File: src/design/dpwq_ram.sv
// ----------------------------------------------------------------------------
// dpwq_ram: generic single-write, single-read RAM
// One write port and one read port, read data registered.
// ----------------------------------------------------------------------------
`default_nettype none

module dpwq_ram #(
    parameter int WIDTH = 8,
    parameter int DEPTH = 16
) (
    input  wire logic                     aclk,
    input  wire logic                     wr_en,
    input  wire logic [$clog2(DEPTH)-1:0] wr_addr,
    input  wire logic [WIDTH-1:0]         wr_data,
    input  wire logic                     rd_en,
    input  wire logic [$clog2(DEPTH)-1:0] rd_addr,
    output logic      [WIDTH-1:0]         rd_data
);

    logic [WIDTH-1:0] mem_reg [DEPTH];
    logic [WIDTH-1:0] rd_data_reg;

    always_ff @(posedge aclk) begin
        if (wr_en) begin
            mem_reg[wr_addr] <= wr_data;
        end
        if (rd_en) begin
            rd_data_reg <= mem_reg[rd_addr];
        end
    end

    assign rd_data = rd_data_reg;

endmodule

`default_nettype wire

File: config.mk
export PLATFORM = sky130hd
export DESIGN_NAME = dpwq_ram
export DESIGN_NICKNAME = d
export VERILOG_FILES = /design/src/design/dpwq_ram.sv
export SDC_FILE = /design/constraint.sdc
export NUM_CORES = 1
export LEC_CHECK = 0
export BUFFER_PORTS_ARGS = -buffer_cell sky130_fd_sc_hd__buf_2
export CORE_ASPECT_RATIO = 1.2
export CORE_UTILIZATION = 45
export CTS_CLUSTER_DIAMETER = 200
export DETAILED_ROUTE_END_ITERATION = 8
export GPL_TIMING_DRIVEN = 0
export HOLD_SLACK_MARGIN = 0.12
export PLACE_DENSITY = 0.6
export RECOVER_POWER = 25
export SETUP_SLACK_MARGIN = 0.1
export SLEW_MARGIN = 40
export SYNTH_ARGS = -nofsm -noshare
export SYNTH_HDL_FRONTEND = slang
export SYNTH_SLANG_ARGS = --single-unit
export TNS_END_PERCENT = 30
File: constraint.sdc
create_clock -name aclk -period 2.7 [get_ports aclk]
set_input_delay 0.54 -clock aclk [delete_from_list [all_inputs] [get_ports aclk]]
set_output_delay 0.54 -clock aclk [all_outputs]
set_load 0.005 [all_outputs]
==> results of run 1 <==
[cells in the final DEF, fill, tap and decap left out, types with 2 or more instances in the layout]
master             n
a22oi_1           16
buf_2             22
buf_6              3
bufinv_16          8
clkbuf_1           6
clkbuf_16         17
clkdlybuf4s25_2    3
clkinv_1           2
clkinv_4           2
edfxtp_1         136
mux4_1            14
mux4_2            18
nand2_1            9
nand2b_1           2
nand3b_1           2
nor2_1             9
nor2_2             4
nor3_2             3
[final timing paths]
kind                                     start             to  cells after the start
worst max-delay path                wr_addr[2]  mem_reg[3][2]                      3
worst min-delay path                wr_data[7]  mem_reg[3][7]                      1
worst max register to register   mem_reg[0][2]     rd_data[2]                      3
worst min register to register  mem_reg[14][2]     rd_data[2]                      3
[per-layer routing]
layer  wire length (um)  GRT usage (%)  vias up  share of wire, %
li1                   -              -     1073                 -
met1               4250           24.9     1219                42
met2               5150           29.7       62                51
met3                498           4.60       13               5.0
met4                158           8.15        0               1.6
met5                  0              0        -                 0
[metrics by stage]
| stage | total power [uW] | worst slack, ns |
|---|---|---|
| 2_1_floorplan | 2550 | 0.667 |
| 3_3_place_gp | 2650 | 0.0781 |
| 3_5_place_dp | 2660 | 0.423 |
| 4_1_cts | 5390 | 0.881 |
| 5_1_grt | 5490 | 0.839 |
| 6_report | 5350 | 0.907 |
[worst max-delay path: cells and delay by family]
family | cells | cell delay (ns)
buffers and inverters | 1 | 0.12
and+or+nand+nor | 2 | 1.17
[power groups by stage]
| stage | sequential [uW] | clock, uW | combinational, uW |
|---|---|---|---|
| global placement | 2430 | 0 | 224 |
| detailed placement | 2430 | 0 | 229 |
| CTS | 2390 | 2770 | 230 |
| finish | 2390 | 2730 | 225 |
| global route | 2390 | 2860 | 243 |
| floorplan | 2430 | 0 | 120 |
[cells by family (layout without fill, tap and decap cells)]
| group | after synthesis | in the layout | share of synthesized area [%] |
|---|---|---|---|
| AO/OA/AOI/OAI | 16 | 16 | 2.30 |
| buffers and inverters | 10 | 66 | 1.65 |
| flip-flops | 136 | 136 | 78.1 |
| multiplexers | 32 | 32 | 14.8 |
| AND/OR/NAND/NOR | 35 | 35 | 3.14 |
[cell type report]
| cell class | instances | area [sq um] | share of cell area (%) |
|---|---|---|---|
| multi-input cells | 83 | 1090 | 17.4 |
| plain buffers | 10 | 86.3 | 1.38 |
| clock inverters | 14 | 278 | 4.42 |
| flip-flops and latches | 136 | 4080 | 65.1 |
| clock buffers | 17 | 425 | 6.78 |
| well taps | 154 | 193 | 3.07 |
| repair buffers | 25 | 118 | 1.87 |
==> results.md, run 1 <==
* Hold Path Class: primary input to flop
* Cell Area, Synth at about 5200 sq um
* # setup viols final at 0
* Mean post-synth cell area at 22.8 sq um
* Post-synth ARST share at 0%
* Slew Limit Fails at 0
* Via density at 5.39
* Tightest Pin Transition at between 0.8 and 0.9 ns
* Internal power at between 4000 and 5000 uW
* Primary FF master, synth: edfxtp_1
* Most frequent cells after synthesis: edfxtp_1, mux4_2, a22oi_1, mux4_1, nor2_1
* Fill count at roughly 840
* Vias in the first global route at between 2k and 2.5k
* Clk root buf: clkbuf_16
* Worst skew pair latency at 0.41 ns
* Num Clock Sinks at ~140
* Max reg flops at about 130
* Crit path required time at ~2.7 ns
* Non-Filler Instances at between 400 and 500
* Inst Count DP at 408
* Layout cell share with drive strength beyond 1 at between 20% and 30%
* Leak pwr at 0.00208 uW
* Worst-path clk slew at ~0.050 ns
* Top-count cell post-synth: edfxtp_1
* Slowest CP cell: nor2_1
* Yosys reg bits at about 140
* Crit path DAT at between 1.5 and 2 ns
* Power density over cell area at 852 nW/um^2
* Final instance area at 6280 sq um
* Startpoint types: primary input
* Final period util at 66.4%
* Tot GR Track Use at approximately a fifth
* Die X at between 100 and 150 um
* CORE AREA at 11200 sq um
* Post-DP Area at around 5600 sq um
* Yosys warns at 0
* Clk pwr share at between 50% and 60%
* Fin crit period at roughly 1.8 ns
* Die height at between 100 and 150 um
* Global-route wire length before repair at roughly 15000 um
* TritonCTS clock tree: yes
* Switching pwr at about 970 uW
* Final wirelength at roughly 10000 um
* CP max FO at 8
* Reg2Reg Setup Slack at about 1.1 ns
* CTS buffer count at 17
* Initial Util at 46.7%
* Final core occ at 56.1%
* Initial antenna violation count at 0
* Number of enable flip-flop cells after synthesis at around 140
* Share of the synthesized area in the top cell type at between 70% and 80%
* Comb pwr share at under 10%
* # DRC at 0
* Sequential Power Share at between 40 and 50%
* Largest net degree at the start of global routing at 17
* Syn Nets at between 200 and 250
* N_diodes at 0
* PortBufs at 25
* Nets@finish at roughly 290
* Routability cong. at 0.821
* Max-slew headroom at a little under half
* Clock tree buffer depth at 2
* Critical-path cell list: buf_2 -> or3b_2 -> nor2_1
* Routed wire per std cell at 22.9 um
* Die area at about 12000 sq um
* Synth-to-Final Area Change at 20.1%
* Crit path kind: primary input to flop
* Max-cap violation count at 0
* Status: finished clean
* Yosys cell types at 18
* Post-DP HPWL at approximately 6500 um
* Crit path capture type: flop
* Grt ovf at 0
* Boundary pin count at 27
* DRT iter0 DRCs at between 200 and 250
* DRT Pass-1 Iters at 4
* Sw frac at a little under a fifth
* Max VDD drop at between 0.4 and 0.5 mV
* FMAX at around 560 MHz
* Cts repair resizes at 0
* Hold-fix buffers at CTS at 0
* FP Rows at 42
* Total negative slack at 0 ns
* Post-synthesis cell count at roughly 230
* Area contributors post-synth: edfxtp_1, mux4_2, mux4_1
* Crit path largest cell delay at 0.64 ns
* RSZ-0062 raised after global routing: false
* CTS H-tree depth at 4
* Final hold vios at 0
* # Post-CTS Setup Buffers at 0
* Worst hold slack at 0.538 ns
* Yosys top cell by area: edfxtp_1
* Final ANT Viol Nets at 0
* Via count at between 2k and 2.5k
* Skew final at between 0.005 and 0.006 ns
* Sequential fraction of the synthesis area at 78.1%
Note: power is estimated with default switching activity, not from simulation.
==> inputs of run 2 (changes only) <==
clock period = 1.9 ns   (was 2.7 ns; I/O delays follow)
==> results.md, run 2 (synthesis gave the netlist of run 1 again) <==
* Hold EP: mem_reg[7][5] (was mem_reg[3][7])
* Hold Crit Start: wr_data[5] (was wr_data[7])
* Final ANT Viol Nets at 0 (unchanged)
* Startpoint types: primary input (unchanged)
* Post-DP HPWL at 6400 um (was 6500 um)
* Worst-path clk slew at 0.05 ns (about the same)
* Vias in the first global route at 2426 (was 2439)
* Die area at 12100 sq um (unchanged)
* Largest net degree at the start of global routing at 17 (unchanged)
* CP max FO at 8 (unchanged)
* Tot GR Track Use at 18.0% (was 18.8%)
* Crit path launch: wr_addr[2] (unchanged)
* Crit path kind: primary input to flop (unchanged)
* Initial antenna violation count at 0 (unchanged)
* PortBufs at 25 (unchanged)
* Die X at 100 um (unchanged)
* Leak pwr at 0.00197 uW (was 0.00208 uW)
* Routability cong. at 0.814 (was 0.821)
* Power density over cell area at 1060 nW/um^2 (was 852 nW/um^2)
* Die height at 120 um (unchanged)
* Multi-input logic area at 1080 sq um (was 1090 sq um)
* Crit path required time at 1.93 ns (was 2.74 ns)
* Post-DP Area at 5570 sq um (unchanged)
* Final core occ at 53.9% (was 56.1%)
* CTS H-tree depth at 4 (unchanged)
* Final period util at 85.3%
* RSZ-0062 raised after global routing: false (unchanged)
* RR Startpoint: mem_reg[2][1] (was mem_reg[0][2])
* CORE AREA at 11200 sq um (unchanged)
* Reg-to-Reg End: rd_data[1] (was rd_data[2])
* Status: finished clean (unchanged)
* Worst skew pair latency at 0.41 ns (about the same)
* Grt ovf at 0 (unchanged)
* Sequential Area at 4080 sq um (unchanged)
* N_diodes at 0 (unchanged)
* Cts repair resizes at 0 (unchanged)
* # Post-CTS Setup Buffers at 0 (unchanged)
* Clk root buf: clkbuf_16 (unchanged)
* Crit path capture type: flop (unchanged)
* # DRC at 0 (unchanged)
* Final instance area at 6040 sq um (was 6280 sq um)
* Final hold vios at 0 (unchanged)
* Max reg flops at 128 (unchanged)
* DRT iter0 DRCs at 206 (was 220)
* Final worst setup slack at 0.279 ns (was 0.907 ns)
* Initial Util at 46.7% (unchanged)
* FMAX at slightly above 600 MHz
* Fill count at 849 (was 842)
* Most frequent cells in the layout: edfxtp_1, buf_2, mux4_2 (unchanged)
* CTS buffer count at 17 (unchanged)
* Pre-CTS WS at -0.152 ns (was 0.423 ns)
* Crit path DAT at 1.65 ns (was 1.83 ns)
* FP Rows at 42 (unchanged)
* Final wirelength at 9820 um (was 10100 um)
* Slew Limit Fails at 0 (unchanged)
* Non-Filler Instances at 437 (was 439)
* Nets@finish at 292 (unchanged)
* TritonCTS clock tree: yes (unchanged)
* Max-slew headroom at 47.5% (was 45.4%)
* Reg2Reg Setup Slack at 0.30 ns (was 1.11 ns)
* Layout cell share with drive strength beyond 1 at 26.1% (was 29.8%)
* Via count at 2374 (was 2367)
* Num Clock Sinks at 136 (unchanged)
* Hold Path Class: primary input to flop (unchanged)
* DRT Pass-1 Iters at 5 (was 4)
* Global-route wire length before repair at 14500 um (was 15200 um)
* Clock tree buffer depth at 2 (unchanged)
* # setup viols final at 0 (unchanged)
* Max-cap violation count at 0 (unchanged)
* Hold path depth at 1 (unchanged)
* Fin crit period at between 1.5 and 2 ns
* Boundary pin count at 27 (unchanged)
* Hold-fix buffers at CTS at 0 (unchanged)
* R2R depth at 3 (unchanged)
* Inst Count DP at 408 (unchanged)
* Skew final at 0.00639 ns (was 0.00512 ns)
* Routed wire per std cell at 22.5 um (was 22.9 um)
* Tightest Pin Transition at 0.784 ns (was 0.816 ns)
* Max VDD drop at 0.549 mV (was 0.495 mV)
* Commonest non-fill, non-tap cell in the layout: edfxtp_1 (unchanged)
* Via density at 5.43 (was 5.39)
* Synth-to-Final Area Change at 15.5% (was 20.1%)
==> run 2: critical path, stage by stage <==
cell,delay [ns]
buf_2,0.11
or3b_2,0.53
nor2_1,0.62
==> run 2: where the power goes <==
part           internal (uW)  total, uW  leakage (uW)  switching [uW]
Sequential              3380       3400       0.00124            13.1
Combinational            128        318      0.000506             189
Clock                   1620       2710      0.000232            1090
Total                   5140       6420       0.00197            1290
==> run 2: worst max-delay path by stage <==
stage               endpoint  slack (ns)  cells past startpoint
3_3_place_gp   mem_reg[8][2]       -0.27                      3
5_1_grt        mem_reg[1][0]        0.19                      3
3_5_place_dp   mem_reg[3][1]       -0.15                      3
6_report       mem_reg[2][3]        0.28                      3
2_1_floorplan     rd_data[1]        0.24                      5
4_1_cts        mem_reg[3][3]        0.28                      3
==> run 2: metal layers <==
metal  track usage [%]  vias to the layer above  part of all wire (%)
li1                  -                     1066                     -
met5                 0                        -                     0
met3              4.19                       14                   3.5
met4              7.07                        0                   1.3
met2              28.7                       67                    51
met1              24.0                     1227                    44
==> run 2: layout make-up <==
class                           count  share of cell area [%]
Sequential cell                   136                    67.6
Multi-Input combinational cell     83                    17.9
Clock buffer                       23                    7.42
Tap cell                          154                    3.19
Timing Repair Buffer               25                    1.95
Buffer                             10                    1.43
Clock inverter                      6                   0.497
==> run 2: per-stage QoR <==
step                hold slack (ns)  power (uW)  TNS, ns
CTS                           0.303        6470        0
floorplan                     0.479        3630        0
global route                  0.399        6610        0
global placement              0.711        3770   -10.96
finish                        0.375        6420        0
detailed placement            0.728        3780    -4.55
