$ cat src/design/dpwq_pkg.sv
// ----------------------------------------------------------------------------
// dpwq_pkg: shared types and constants
// Entry layout, operation and status codes, widths and the sequencer states
// of the deduplicating priority write queue.
// ----------------------------------------------------------------------------
`default_nettype none

package dpwq_pkg;

    localparam int DEPTH     = 128;
    localparam int IDX_W     = $clog2(DEPTH);
    localparam int CNT_W     = $clog2(DEPTH + 1);
    localparam int SUM_W     = IDX_W + 1;

    localparam int NODE_W    = 32;
    localparam int SLOT_W    = 16;
    localparam int CAP_W     = 8;
    localparam int FILL_W    = 8;
    localparam int KIND_W    = 2;
    localparam int STATUS_W  = 3;

    localparam logic [CAP_W-1:0] CAP_RESET = CAP_W'(100);

    localparam int S_DATA_W  = 56;
    localparam int M_DATA_W  = 64;

    typedef struct packed {
        logic [NODE_W-1:0] node;
        logic [SLOT_W-1:0] slot;
        logic              prot;
    } entry_t;

    localparam int ENTRY_W = $bits(entry_t);

    typedef enum logic [KIND_W-1:0] {
        KIND_ENQ = 2'd0,
        KIND_DEQ = 2'd1,
        KIND_CLR = 2'd2,
        KIND_HAS = 2'd3
    } kind_t;

    typedef enum logic [STATUS_W-1:0] {
        ST_ADDED   = 3'd0,
        ST_UPDATED = 3'd1,
        ST_FULL    = 3'd2,
        ST_INVALID = 3'd3,
        ST_EMPTY   = 3'd4,
        ST_DONE    = 3'd5
    } status_t;

    typedef enum logic [2:0] {
        S_IDLE,
        S_SCAN,
        S_RESOLVE,
        S_SHIFT,
        S_FINISH
    } state_t;

endpackage

`default_nettype wire

$ cat src/design/dpwq_pos_unit.sv
// ----------------------------------------------------------------------------
// dpwq_pos_unit: shared position unit
// Maps a queue index (0 = oldest) to a store position: one add and one
// compare-subtract against the effective capacity.
// ----------------------------------------------------------------------------
`default_nettype none

module dpwq_pos_unit (
    input  wire logic [dpwq_pkg::IDX_W-1:0] oldest_pos,
    input  wire logic [dpwq_pkg::IDX_W-1:0] idx,
    input  wire logic [dpwq_pkg::CNT_W-1:0] cap,
    output logic      [dpwq_pkg::IDX_W-1:0] pos
);

    import dpwq_pkg::*;

    logic [SUM_W-1:0] sum;
    logic [SUM_W-1:0] cap_ext;
    logic [SUM_W-1:0] wrapped;

    assign sum     = SUM_W'(oldest_pos) + SUM_W'(idx);
    assign cap_ext = SUM_W'(cap);
    assign wrapped = (sum >= cap_ext) ? (sum - cap_ext) : sum;
    assign pos     = wrapped[IDX_W-1:0];

endmodule

`default_nettype wire

$ cat config.mk
export PLATFORM = sky130hd
export DESIGN_NAME = dpwq_pos_unit
export DESIGN_NICKNAME = d
export VERILOG_FILES = /design/src/design/dpwq_pkg.sv /design/src/design/dpwq_pos_unit.sv
export SDC_FILE = /design/constraint.sdc
export NUM_CORES = 1
export LEC_CHECK = 0
export ABC_AREA = 1
export BUFFER_PORTS_ARGS = -buffer_cell sky130_fd_sc_hd__buf_2
export CORE_AREA = 10 10 50 52
export DETAILED_ROUTE_END_ITERATION = 12
export DIE_AREA = 0 0 60 62
export PLACE_DENSITY = 0.81
export SLEW_MARGIN = 20
export SYNTH_ARGS = -nofsm -noshare
export SYNTH_HDL_FRONTEND = slang
export SYNTH_SLANG_ARGS = --single-unit
$ cat constraint.sdc
create_clock -name vclk -period 3.2
set_clock_uncertainty 0.05 [all_clocks]
set_input_delay 0.48 -clock vclk [all_inputs]
set_output_delay 0.48 -clock vclk [all_outputs]
set_load 0.03 [all_outputs]
==> metrics.txt, run 1 <==
# TYPE chip_impl_metric gauge
chip_impl_metric{name="tightestPinTransition",unit="ps"} 308
chip_impl_metric{name="floorplan.die_area",unit="um2"} 3720
chip_impl_metric{name="die_w",unit="um"} 60
chip_impl_metric{name="synth_cells",unit=""} 129
chip_impl_metric{name="cp_data_arrival_time",unit="ps"} 2760
chip_impl_metric{name="cap_violations",unit=""} 0
chip_impl_metric{name="first_drt_pass_iteration_count",unit=""} 4
chip_impl_metric{name="place_hpwl",unit="um"} 1960
chip_impl_metric{name="antenna_violating_nets_post_route",unit=""} 0
chip_impl_metric{name="delay_contributed_by_the_slowest_stage_of_the_critical_path",unit="ps"} 350
chip_impl_metric{name="p_leak",unit="nW"} 0.719
chip_impl_metric{name="place_area",unit="um2"} 1030
chip_impl_metric{name="floorplan.core_area",unit="um2"} 1610
chip_impl_metric{name="final_hold_viol_count",unit=""} 0
chip_impl_metric{name="post-synth-top-area-fraction",unit="%"} 24.2
chip_impl_metric{name="drt_iter0_markers",unit=""} 21
chip_impl_info{name="critPathMostFrequentCell",value="sky130_fd_sc_hd__nand2_2"} 1
chip_impl_metric{name="count_of_pins_over_their_slew_limit",unit=""} 0
chip_impl_metric{name="routed-via-count",unit=""} 1029
chip_impl_metric{name="slew-limit-headroom",unit="%"} 79.4
chip_impl_metric{name="clockBufferCount",unit=""} 0
chip_impl_metric{name="area_occupied_by_registers",unit="um2"} 0
chip_impl_metric{name="io_pins",unit=""} 29
chip_impl_metric{name="die_y",unit="um"} 62
chip_impl_info{name="cp_cell_sequence",value="buf_8 > ha_4 > fa_2 > nand2_2 > nand2_2 > nand3b_1 > nand2_1 > nand2_1 > nand2_2 > ha_4 > nand2_4 > inv_4 > a21oi_4 > nand2_4 > nor2_4 > nand3_2 > nand2_2 > buf_6"} 1
chip_impl_info{name="setup.worst_path.end_class",value="primary output"} 1
chip_impl_info{name="worst_hold_path_type",value="in -> out"} 1
chip_impl_metric{name="grt_max_degree",unit=""} 6
chip_impl_metric{name="finish.instance_area",unit="um2"} 1280
chip_impl_metric{name="grt_first_pass_wirelength",unit="um"} 4090
chip_impl_metric{name="io_buffers",unit=""} 29
chip_impl_metric{name="path_max_fanout",unit=""} 5
chip_impl_metric{name="met1_length",unit="um"} 1070
chip_impl_metric{name="flops_and_latches",unit=""} 0
chip_impl_metric{name="timing.final.crit_period",unit="ps"} 3290
chip_impl_metric{name="final.period_utilization",unit="%"} 103
chip_impl_metric{name="num-fill-cells",unit=""} 114
chip_impl_metric{name="worst-path-buf-inv",unit=""} 3
chip_impl_metric{name="via_count_of_the_first_global_routing_pass",unit=""} 1023
chip_impl_metric{name="worstPathRequired",unit="ps"} 2670
chip_impl_metric{name="initial_core_util",unit="%"} 48.0
chip_impl_metric{name="syn_area_per_cell",unit="um2"} 6.00
chip_impl_info{name="critPathSlowestCell",value="sky130_fd_sc_hd__fa_2"} 1
chip_impl_metric{name="n_antenna_cell",unit=""} 0
chip_impl_metric{name="routed_via_density",unit=""} 5.39
chip_impl_metric{name="cellPowerDensity",unit="nW/um2"} 427
chip_impl_info{name="synth_top_cell_by_area",value="sky130_fd_sc_hd__ha_1"} 1
chip_impl_metric{name="wl_met3",unit="um"} 156
chip_impl_metric{name="grt_usage",unit="%"} 13.3
chip_impl_metric{name="hold-worst-slack",unit="ps"} 1380
chip_impl_metric{name="vdd.ir_drop.worst",unit="mV"} 0.352
chip_impl_info{name="crit_type",value="in -> out"} 1
chip_impl_metric{name="setup_viol_count_final",unit=""} 5
chip_impl_info{name="worst_path_dominant_cell_family",value="simple AND/OR/NAND/NOR gates"} 1
chip_impl_metric{name="nets",unit=""} 215
chip_impl_info{name="yosysMostFrequentCell",value="sky130_fd_sc_hd__nand2_1"} 1
chip_impl_metric{name="initial_antenna_violation_count",unit=""} 0
chip_impl_metric{name="synth_warnings",unit=""} 0
chip_impl_metric{name="drc",unit=""} 0
chip_impl_info{name="status",value="complete, but fails checks"} 1
chip_impl_metric{name="drive_above_1_share",unit="%"} 46.0
chip_impl_metric{name="post_syn_nets",unit=""} 168
chip_impl_metric{name="place_worst_setup_slack",unit="ps"} -326
chip_impl_metric{name="final_critical_path_setup_slack",unit="ps"} -85.3
chip_impl_metric{name="number_of_distinct_standard_cells_referenced_by_the_synthesized_netlist",unit=""} 20
chip_impl_metric{name="global_route.overflow_total",unit=""} 0
chip_impl_metric{name="synth.yosys.seq_area_share",unit="%"} 0
chip_impl_metric{name="sum_of_met2_wire_segment_lengths_after_detailed_routing",unit="um"} 1750
chip_impl_info{name="synthTopCellsByArea",value="sky130_fd_sc_hd__ha_1, sky130_fd_sc_hd__nand2_1, sky130_fd_sc_hd__inv_1, sky130_fd_sc_hd__nand3_1, sky130_fd_sc_hd__fa_1"} 1
chip_impl_metric{name="achievable_frequency",unit="MHz"} 304
chip_impl_info{name="cp-start-kind",value="input pin"} 1
chip_impl_metric{name="gpl.final_weighted_congestion",unit=""} 0.844
chip_impl_metric{name="drt-total-wl",unit="um"} 3070
chip_impl_info{name="netlist_top_cells_count",value="sky130_fd_sc_hd__nand2_1, sky130_fd_sc_hd__inv_1, sky130_fd_sc_hd__ha_1, sky130_fd_sc_hd__nand3_1, sky130_fd_sc_hd__a21oi_1"} 1
chip_impl_info{name="rsz0062_at_grt",value="yes"} 1
chip_impl_metric{name="rows",unit=""} 15
chip_impl_info{name="top_signal_layer_used",value="met4"} 1
chip_impl_metric{name="flow.area_growth_from_synthesis",unit="%"} 64.9
chip_impl_metric{name="synthesis.area",unit="um2"} 774
chip_impl_metric{name="routed_wire_length_per_instance",unit="um"} 16.1
chip_impl_info{name="failed_checks",value="setup timing"} 1
## path summary, 6_finish.rpt
check | cells past startpoint | slack, ps | endpoint | start
hold / removal | 5 | 1380 | pos[0] | oldest_pos[0]
setup / recovery | 18 | -90 | pos[5] | idx[0]
## area by class of cell
class	instances	area (um2)	share of cell area, %
well taps	17	21.3	1.67
inverters	27	106	8.33
multi-input cells	103	843	66.0
repair buffers	44	307	24.0
## kinds of logic after synthesis
family          Yosys count  synth area share, %
simple gates             70                 43.5
buf+inv                  27                 13.1
fa+ha+maj                17                 29.4
compound gates            9                 7.27
xor+xnor                  6                 6.79
## placed cells by master, fill, tap and decap left out, types with 2 or more instances in the layout
cell type	n
sky130_fd_sc_hd__nand2_4	2
sky130_fd_sc_hd__nand2_1	33
sky130_fd_sc_hd__buf_6	5
sky130_fd_sc_hd__inv_1	24
sky130_fd_sc_hd__xor2_1	3
sky130_fd_sc_hd__nand2_2	12
sky130_fd_sc_hd__nand4_1	2
sky130_fd_sc_hd__ha_4	6
sky130_fd_sc_hd__nand3_4	2
sky130_fd_sc_hd__o21ai_1	2
sky130_fd_sc_hd__nand3_1	5
sky130_fd_sc_hd__a21oi_1	5
sky130_fd_sc_hd__nor2_4	2
sky130_fd_sc_hd__xnor2_1	3
sky130_fd_sc_hd__buf_4	18
sky130_fd_sc_hd__buf_2	20
sky130_fd_sc_hd__ha_1	9
sky130_fd_sc_hd__nand3b_1	3
sky130_fd_sc_hd__nor2_1	3
sky130_fd_sc_hd__inv_4	2
sky130_fd_sc_hd__nand3_2	4
## power breakdown
part	leakage (nW)	switching, W	internal (W)
combinational	0.719	0.000313	0.000233
clock	0	0	0
sequential	0	0	0
## repair_timing
item,4_1_cts,5_1_grt
cloned,1,0
gates resized for setup,29,18
hold buffers,0,0
pin swaps,18,16
endpoints found under the setup margin,7,7
setup buffers,2,1
## layer usage
| layer | track usage, % | vias up |
|---|---|---|
| met5 | 0 | - |
| met4 | 1.92 | 0 |
| met3 | 2.03 | 12 |
| met2 | 28.7 | 47 |
| met1 | 12.8 | 472 |
| li1 | - | 498 |
## metrics by stage
stage | instances | TNS (ps) | util [%] | power, W
floorplan | 129 | -25.3 | - | 0.000282
global placement | 187 | -826 | 63.9 | 0.000394
detailed placement | 187 | -1950 | 63.9 | 0.000407
CTS | 190 | -19.8 | 72.9 | 0.000484
global route | 191 | -853 | 79.1 | 0.000584
finish | 191 | -215 | 79.1 | 0.000546
Power figures use the tool's default switching activity.
==> inputs of run 2 (changes only) <==
PLACE_DENSITY = 0.79   (was 0.81)
SLEW_MARGIN = default   (was 20)
clock period = 3.5 ns   (was 3.2 ns; I/O delays follow)
==> metrics.txt, run 2 (same netlist as run 1, synthesis figures left out) <==
# TYPE chip_impl_metric gauge
chip_impl_metric{name="area_occupied_by_registers",unit="um2"} 0
chip_impl_metric{name="slew-limit-headroom",unit="%"} 85.8
chip_impl_metric{name="drt-total-wl",unit="um"} 2160
chip_impl_metric{name="tightestPinTransition",unit="ps"} 213
chip_impl_metric{name="place_hpwl",unit="um"} 1780
chip_impl_metric{name="timing.final.crit_period",unit="ps"} 3350
chip_impl_metric{name="global_route.overflow_total",unit=""} 0
chip_impl_metric{name="die_y",unit="um"} 62
chip_impl_metric{name="floorplan.die_area",unit="um2"} 3720
chip_impl_metric{name="grt_first_pass_wirelength",unit="um"} 3260
chip_impl_metric{name="gpl.final_weighted_congestion",unit=""} 0.834
chip_impl_info{name="status",value="finished, final reports clean"} 1
chip_impl_metric{name="hold_buffers",unit=""} 0
chip_impl_metric{name="via_count_of_the_first_global_routing_pass",unit=""} 830
chip_impl_metric{name="final_hold_viol_count",unit=""} 0
chip_impl_metric{name="initial_antenna_violation_count",unit=""} 0
chip_impl_metric{name="io_buffers",unit=""} 29
chip_impl_metric{name="grt_max_degree",unit=""} 6
chip_impl_info{name="most_common_library_cell_in_the_layout_ignoring_fill_and_taps",value="sky130_fd_sc_hd__nand2_1"} 1
chip_impl_metric{name="cap_violations",unit=""} 0
chip_impl_metric{name="antenna_violating_nets_post_route",unit=""} 0
chip_impl_metric{name="routed-via-count",unit=""} 914
chip_impl_metric{name="drt_iter0_markers",unit=""} 23
chip_impl_metric{name="achievable_frequency",unit="MHz"} 299
chip_impl_metric{name="worstPathRequired",unit="ps"} 2920
chip_impl_metric{name="nets",unit=""} 201
chip_impl_metric{name="die_w",unit="um"} 60
chip_impl_info{name="worst_hold_path_type",value="in -> out"} 1
chip_impl_info{name="crit_type",value="in -> out"} 1
chip_impl_metric{name="n_antenna_cell",unit=""} 0
chip_impl_metric{name="place_area",unit="um2"} 941
chip_impl_metric{name="flops_and_latches",unit=""} 0
chip_impl_info{name="layout.cells.most_common_list",value="sky130_fd_sc_hd__nand2_1, sky130_fd_sc_hd__inv_1, sky130_fd_sc_hd__buf_2"} 1
chip_impl_metric{name="rows",unit=""} 15
chip_impl_metric{name="cellPowerDensity",unit="nW/um2"} 365
chip_impl_metric{name="grt_usage",unit="%"} 10.3
chip_impl_metric{name="cp_data_arrival_time",unit="ps"} 2770
chip_impl_info{name="cp-start-kind",value="input pin"} 1
chip_impl_metric{name="hold_depth",unit=""} 5
chip_impl_metric{name="initial_core_util",unit="%"} 48.0
chip_impl_metric{name="flow.area_growth_from_synthesis",unit="%"} 35.4
chip_impl_metric{name="drc",unit=""} 0
chip_impl_metric{name="vdd.ir_drop.worst",unit="mV"} 0.214
chip_impl_metric{name="multi_input_gate_area_in_the_final_layout",unit="um2"} 758
chip_impl_metric{name="path_max_fanout",unit=""} 4
chip_impl_info{name="setup.worst_path.end_class",value="primary output"} 1
chip_impl_metric{name="routed_wire_length_per_instance",unit="um"} 12.2
chip_impl_info{name="rsz0062_at_grt",value="no"} 1
chip_impl_metric{name="fin_setup_tns",unit="ps"} 0
chip_impl_metric{name="count_of_pins_over_their_slew_limit",unit=""} 0
chip_impl_metric{name="first_drt_pass_iteration_count",unit=""} 5
chip_impl_metric{name="setup_viol_count_final",unit=""} 0
chip_impl_metric{name="p_leak",unit="nW"} 0.634
chip_impl_metric{name="postLayoutCoreUtil",unit="%"} 65.0
chip_impl_metric{name="io_pins",unit=""} 29
chip_impl_metric{name="final.period_utilization",unit="%"} 95.6
chip_impl_metric{name="routed_via_density",unit=""} 5.16
chip_impl_metric{name="floorplan.core_area",unit="um2"} 1610
chip_impl_metric{name="num-fill-cells",unit=""} 151
chip_impl_metric{name="finish.instance_area",unit="um2"} 1050
chip_impl_metric{name="clockBufferCount",unit=""} 0
chip_impl_metric{name="drive_above_1_share",unit="%"} 33.8
run 2: cell count changes in the layout (fill, tap and decap cells not counted), moves of 3 or more:
cell and delta:
sky130_fd_sc_hd__nand2_2 -9, sky130_fd_sc_hd__ha_4 -4, sky130_fd_sc_hd__buf_2 +4, sky130_fd_sc_hd__buf_6 -5, sky130_fd_sc_hd__nand3_2 +3, sky130_fd_sc_hd__buf_4 -13
sky130_fd_sc_hd__nand2_1 +10
run 2: report_power, final:
part	total, W	switching [W]	leakage (nW)	internal (W)
registers	0	0	0	0
clock network	0	0	0	0
logic	0.000382	0.000237	0.634	0.000146
total	0.000382	0.000237	0.634	0.000146
run 2: worst max-delay path, stage by stage:
cell and delay, ps:
sky130_fd_sc_hd__buf_2 100, sky130_fd_sc_hd__ha_1 340, sky130_fd_sc_hd__nand2_1 70, sky130_fd_sc_hd__nand2_1 60
sky130_fd_sc_hd__nand2_1 110, sky130_fd_sc_hd__nand4_1 150, sky130_fd_sc_hd__nand2_1 100, sky130_fd_sc_hd__inv_1 40
sky130_fd_sc_hd__ha_1 310, sky130_fd_sc_hd__nand2_1 90, sky130_fd_sc_hd__nand2_1 100, sky130_fd_sc_hd__a21oi_4 190
sky130_fd_sc_hd__buf_4 130, sky130_fd_sc_hd__nand3_2 110, sky130_fd_sc_hd__nand2_1 100, sky130_fd_sc_hd__nand2_1 60
sky130_fd_sc_hd__buf_2 170
run 2: layer usage:
layer  GRT usage [%]  wire, um  vias up  share of wire [%]
met1            11.3       896      418                 41
met2            21.2      1150       23                 53
li1                -         -      473                  -
met4               0         0        0                  0
met5               0         0        -                  0
met3            1.42       114        0                5.3
run 2: cell type report:
cell class,count,share of cell area (%)
tap,17,2.03
timing repair buffer,30,15.8
inverter,27,9.90
multi-input combinational,103,72.3
run 2: metrics by stage:
stage          setup WS (ps)  hold WS, ps  cells  total power (W)
3_5_place_dp           -73.8         1480    175         0.000339
3_3_place_gp            33.8         1490    175         0.000331
4_1_cts                 9.70         1490    176         0.000358
5_1_grt                0.718         1540    177         0.000418
2_1_floorplan            202         1340    129         0.000258
6_report                 154         1500    177         0.000382
run 2: final timing paths:
| path | end | startpoint | slack, ps |
|---|---|---|---|
| max | pos[3] | oldest_pos[2] | 150 |
| min | pos[0] | idx[0] | 1500 |
run 2: repair_timing:
item	4_1_cts	5_1_grt
cloned	1	0
pin swaps	1	3
buffers inserted	0	1
endpoints found under the setup margin	7	7
resized for setup	4	18
==> inputs of run 3 (changes only) <==
--- a/config.mk
+++ b/config.mk
@@ -9,6 +9,7 @@
 export BUFFER_PORTS_ARGS = -buffer_cell sky130_fd_sc_hd__buf_2
-export CORE_AREA = 10 10 50 52
+export CORE_AREA = 10 10 62 64
 export DETAILED_ROUTE_END_ITERATION = 12
-export DIE_AREA = 0 0 60 62
-export PLACE_DENSITY = 0.79
+export DIE_AREA = 0 0 72 74
+export GPL_TIMING_DRIVEN = 1
+export PLACE_DENSITY = 0.5
 export SYNTH_ARGS = -nofsm -noshare
==> constraint.sdc (replaced) <==
create_clock -name vclk -period 3.5
set_clock_uncertainty 0.05 [all_clocks]
set_input_delay 0.175 -clock vclk [all_inputs]
set_output_delay 0.175 -clock vclk [all_outputs]
set_load 0.03 [all_outputs]
==> metrics.txt, run 3 (same netlist as run 1, synthesis figures left out) <==
# TYPE chip_impl_metric gauge
chip_impl_metric{name="drive_above_1_share",unit="%"} 24.1
chip_impl_metric{name="slew-limit-headroom",unit="%"} 82.2
chip_impl_info{name="setup.worst_path.end_class",value="primary output"} 1
chip_impl_metric{name="fin_setup_tns",unit="ps"} 0
chip_impl_metric{name="global_route.overflow_total",unit=""} 0
chip_impl_metric{name="io_buffers",unit=""} 29
chip_impl_metric{name="hold_buffers",unit=""} 0
chip_impl_metric{name="path_max_fanout",unit=""} 10
chip_impl_metric{name="combPwrFrac",unit="%"} 100.0
chip_impl_metric{name="place_hpwl",unit="um"} 1890
chip_impl_metric{name="cts.repair.resized",unit=""} 0
chip_impl_metric{name="final.period_utilization",unit="%"} 81.3
chip_impl_metric{name="clockBufferCount",unit=""} 0
chip_impl_metric{name="floorplan.core_area",unit="um2"} 2660
chip_impl_metric{name="grt_max_degree",unit=""} 11
chip_impl_info{name="cp-start-kind",value="input pin"} 1
chip_impl_metric{name="num-fill-cells",unit=""} 309
chip_impl_metric{name="flow.area_growth_from_synthesis",unit="%"} 23.7
chip_impl_metric{name="finalPower",unit="W"} 0.000338
chip_impl_metric{name="floorplan.die_area",unit="um2"} 5330
chip_impl_metric{name="area_occupied_by_registers",unit="um2"} 0
chip_impl_metric{name="power.share.sequential",unit="%"} 0
chip_impl_metric{name="drt_iter0_markers",unit=""} 19
chip_impl_metric{name="routed_wire_length_per_instance",unit="um"} 10.6
chip_impl_metric{name="routed-via-count",unit=""} 860
chip_impl_metric{name="switch_share",unit="%"} 64.4
chip_impl_metric{name="cp_data_arrival_time",unit="ps"} 2620
chip_impl_metric{name="worstPathRequired",unit="ps"} 3270
chip_impl_metric{name="timing.final.crit_period",unit="ps"} 2850
chip_impl_metric{name="hold-worst-slack",unit="ps"} 792
chip_impl_metric{name="first_drt_pass_iteration_count",unit=""} 4
chip_impl_metric{name="die_y",unit="um"} 74
chip_impl_info{name="critPathMostFrequentCell",value="sky130_fd_sc_hd__nand2_1"} 1
chip_impl_metric{name="n_antenna_cell",unit=""} 0
chip_impl_metric{name="via_count_of_the_first_global_routing_pass",unit=""} 836
chip_impl_info{name="setup.worst_path.end",value="pos[4]"} 1
chip_impl_metric{name="setup_viol_count_final",unit=""} 0
chip_impl_metric{name="die_w",unit="um"} 72
chip_impl_metric{name="routed_via_density",unit=""} 4.55
chip_impl_metric{name="rows",unit=""} 19
chip_impl_metric{name="flops_and_latches",unit=""} 0
chip_impl_metric{name="cap_violations",unit=""} 0
chip_impl_metric{name="drc",unit=""} 0
chip_impl_metric{name="power.internal",unit="W"} 0.000120
chip_impl_metric{name="initial_antenna_violation_count",unit=""} 0
chip_impl_metric{name="final_critical_path_setup_slack",unit="ps"} 654
chip_impl_metric{name="count_of_pins_over_their_slew_limit",unit=""} 0
chip_impl_info{name="status",value="finished, final reports clean"} 1
chip_impl_info{name="rsz0062_at_grt",value="no"} 1
chip_impl_info{name="cp_cell_sequence",value="buf_2 > ha_1 > fa_1 > nand2_1 > nand2_1 > nand3b_1 > nand2_1 > nand2_1 > nand2_1 > ha_1 > nand2_1 > inv_1 > a21oi_4 > nand2_4 > nor2_8 > nand2_1 > o21ai_1 > buf_2"} 1
chip_impl_info{name="worst_hold_path_type",value="in -> out"} 1
chip_impl_metric{name="power.net_switching",unit="W"} 0.000218
chip_impl_metric{name="hold_depth",unit=""} 4
chip_impl_metric{name="gpl.final_weighted_congestion",unit=""} 0.756
chip_impl_metric{name="p_leak",unit="nW"} 0.614
chip_impl_metric{name="tightestPinTransition",unit="ps"} 265
chip_impl_metric{name="drt-total-wl",unit="um"} 2010
chip_impl_metric{name="vdd.ir_drop.worst",unit="mV"} 0.135
chip_impl_metric{name="share_clk_of_total_power",unit="%"} 0
chip_impl_info{name="crit_type",value="in -> out"} 1
chip_impl_metric{name="achievable_frequency",unit="MHz"} 351
chip_impl_metric{name="place_worst_setup_slack",unit="ps"} 637
chip_impl_metric{name="antenna_violating_nets_post_route",unit=""} 0
chip_impl_metric{name="cts_post_setup_buffers_inserted",unit=""} 0
chip_impl_info{name="critPathSlowestCell",value="sky130_fd_sc_hd__fa_1"} 1
chip_impl_metric{name="nets",unit=""} 199
chip_impl_info{name="startpoint",value="oldest_pos[0]"} 1
chip_impl_metric{name="delay_contributed_by_the_slowest_stage_of_the_critical_path",unit="ps"} 410
chip_impl_metric{name="final_hold_viol_count",unit=""} 0
chip_impl_metric{name="cellPowerDensity",unit="nW/um2"} 353
chip_impl_metric{name="initial_core_util",unit="%"} 29.1
chip_impl_metric{name="grt_usage",unit="%"} 7.49
chip_impl_metric{name="grt_first_pass_wirelength",unit="um"} 3530
chip_impl_metric{name="io_pins",unit=""} 29
chip_impl_info{name="layout.cells.most_common_list",value="sky130_fd_sc_hd__nand2_1, sky130_fd_sc_hd__buf_2, sky130_fd_sc_hd__inv_1"} 1
chip_impl_info{name="most_common_library_cell_in_the_layout_ignoring_fill_and_taps",value="sky130_fd_sc_hd__nand2_1"} 1
run 3: cell count changes in the layout (fill, tap and decap cells not counted), sizes merged:
cell    change
clkbuf      -1
nor2        -1
run 3: layer usage:
metal	track usage, %	wire (um)
met3	1.33	94
met1	9.24	945
met2	13.9	972
met5	0	0
met4	0	0
run 3: worst max-delay path, delay by kind of cell:
kind	cells	cell delay [ps]
fa+ha+maj	3	940
simple gates	10	840
compound gates	2	270
buf+inv	3	390
run 3: power by group through the flow:
stage,Combinational [W],Sequential (W),Clock [W]
CTS,0.000343,0,0
finish,0.000338,0,0
global placement,0.000341,0,0
floorplan,0.000258,0,0
detailed placement,0.000341,0,0
global route,0.000380,0,0
run 3: how the worst min path moves through the flow:
stage | start | endpoint | slack (ps)
floorplan | cap[0] | pos[0] | 640
global placement | cap[0] | pos[0] | 790
detailed placement | cap[0] | pos[0] | 810
CTS | cap[0] | pos[0] | 810
global route | cap[0] | pos[0] | 830
finish | cap[0] | pos[0] | 790
run 3: cell type report:
type | instances | area, um2 | share of cell area, %
Multi-Input combinational cell | 102 | 673 | 70.2
Inverter | 27 | 101 | 10.6
Tap cell | 31 | 38.8 | 4.05
Timing Repair Buffer | 29 | 145 | 15.1
run 3: stage by stage:
stage | instance area [um2] | instances | util [%]
4_1_cts | 958 | 189 | 36.0
5_1_grt | 958 | 189 | 36.0
2_1_floorplan | 774 | 129 | -
3_5_place_dp | 958 | 189 | 36.0
3_3_place_gp | 958 | 189 | 36.0
6_report | 958 | 189 | 36.0
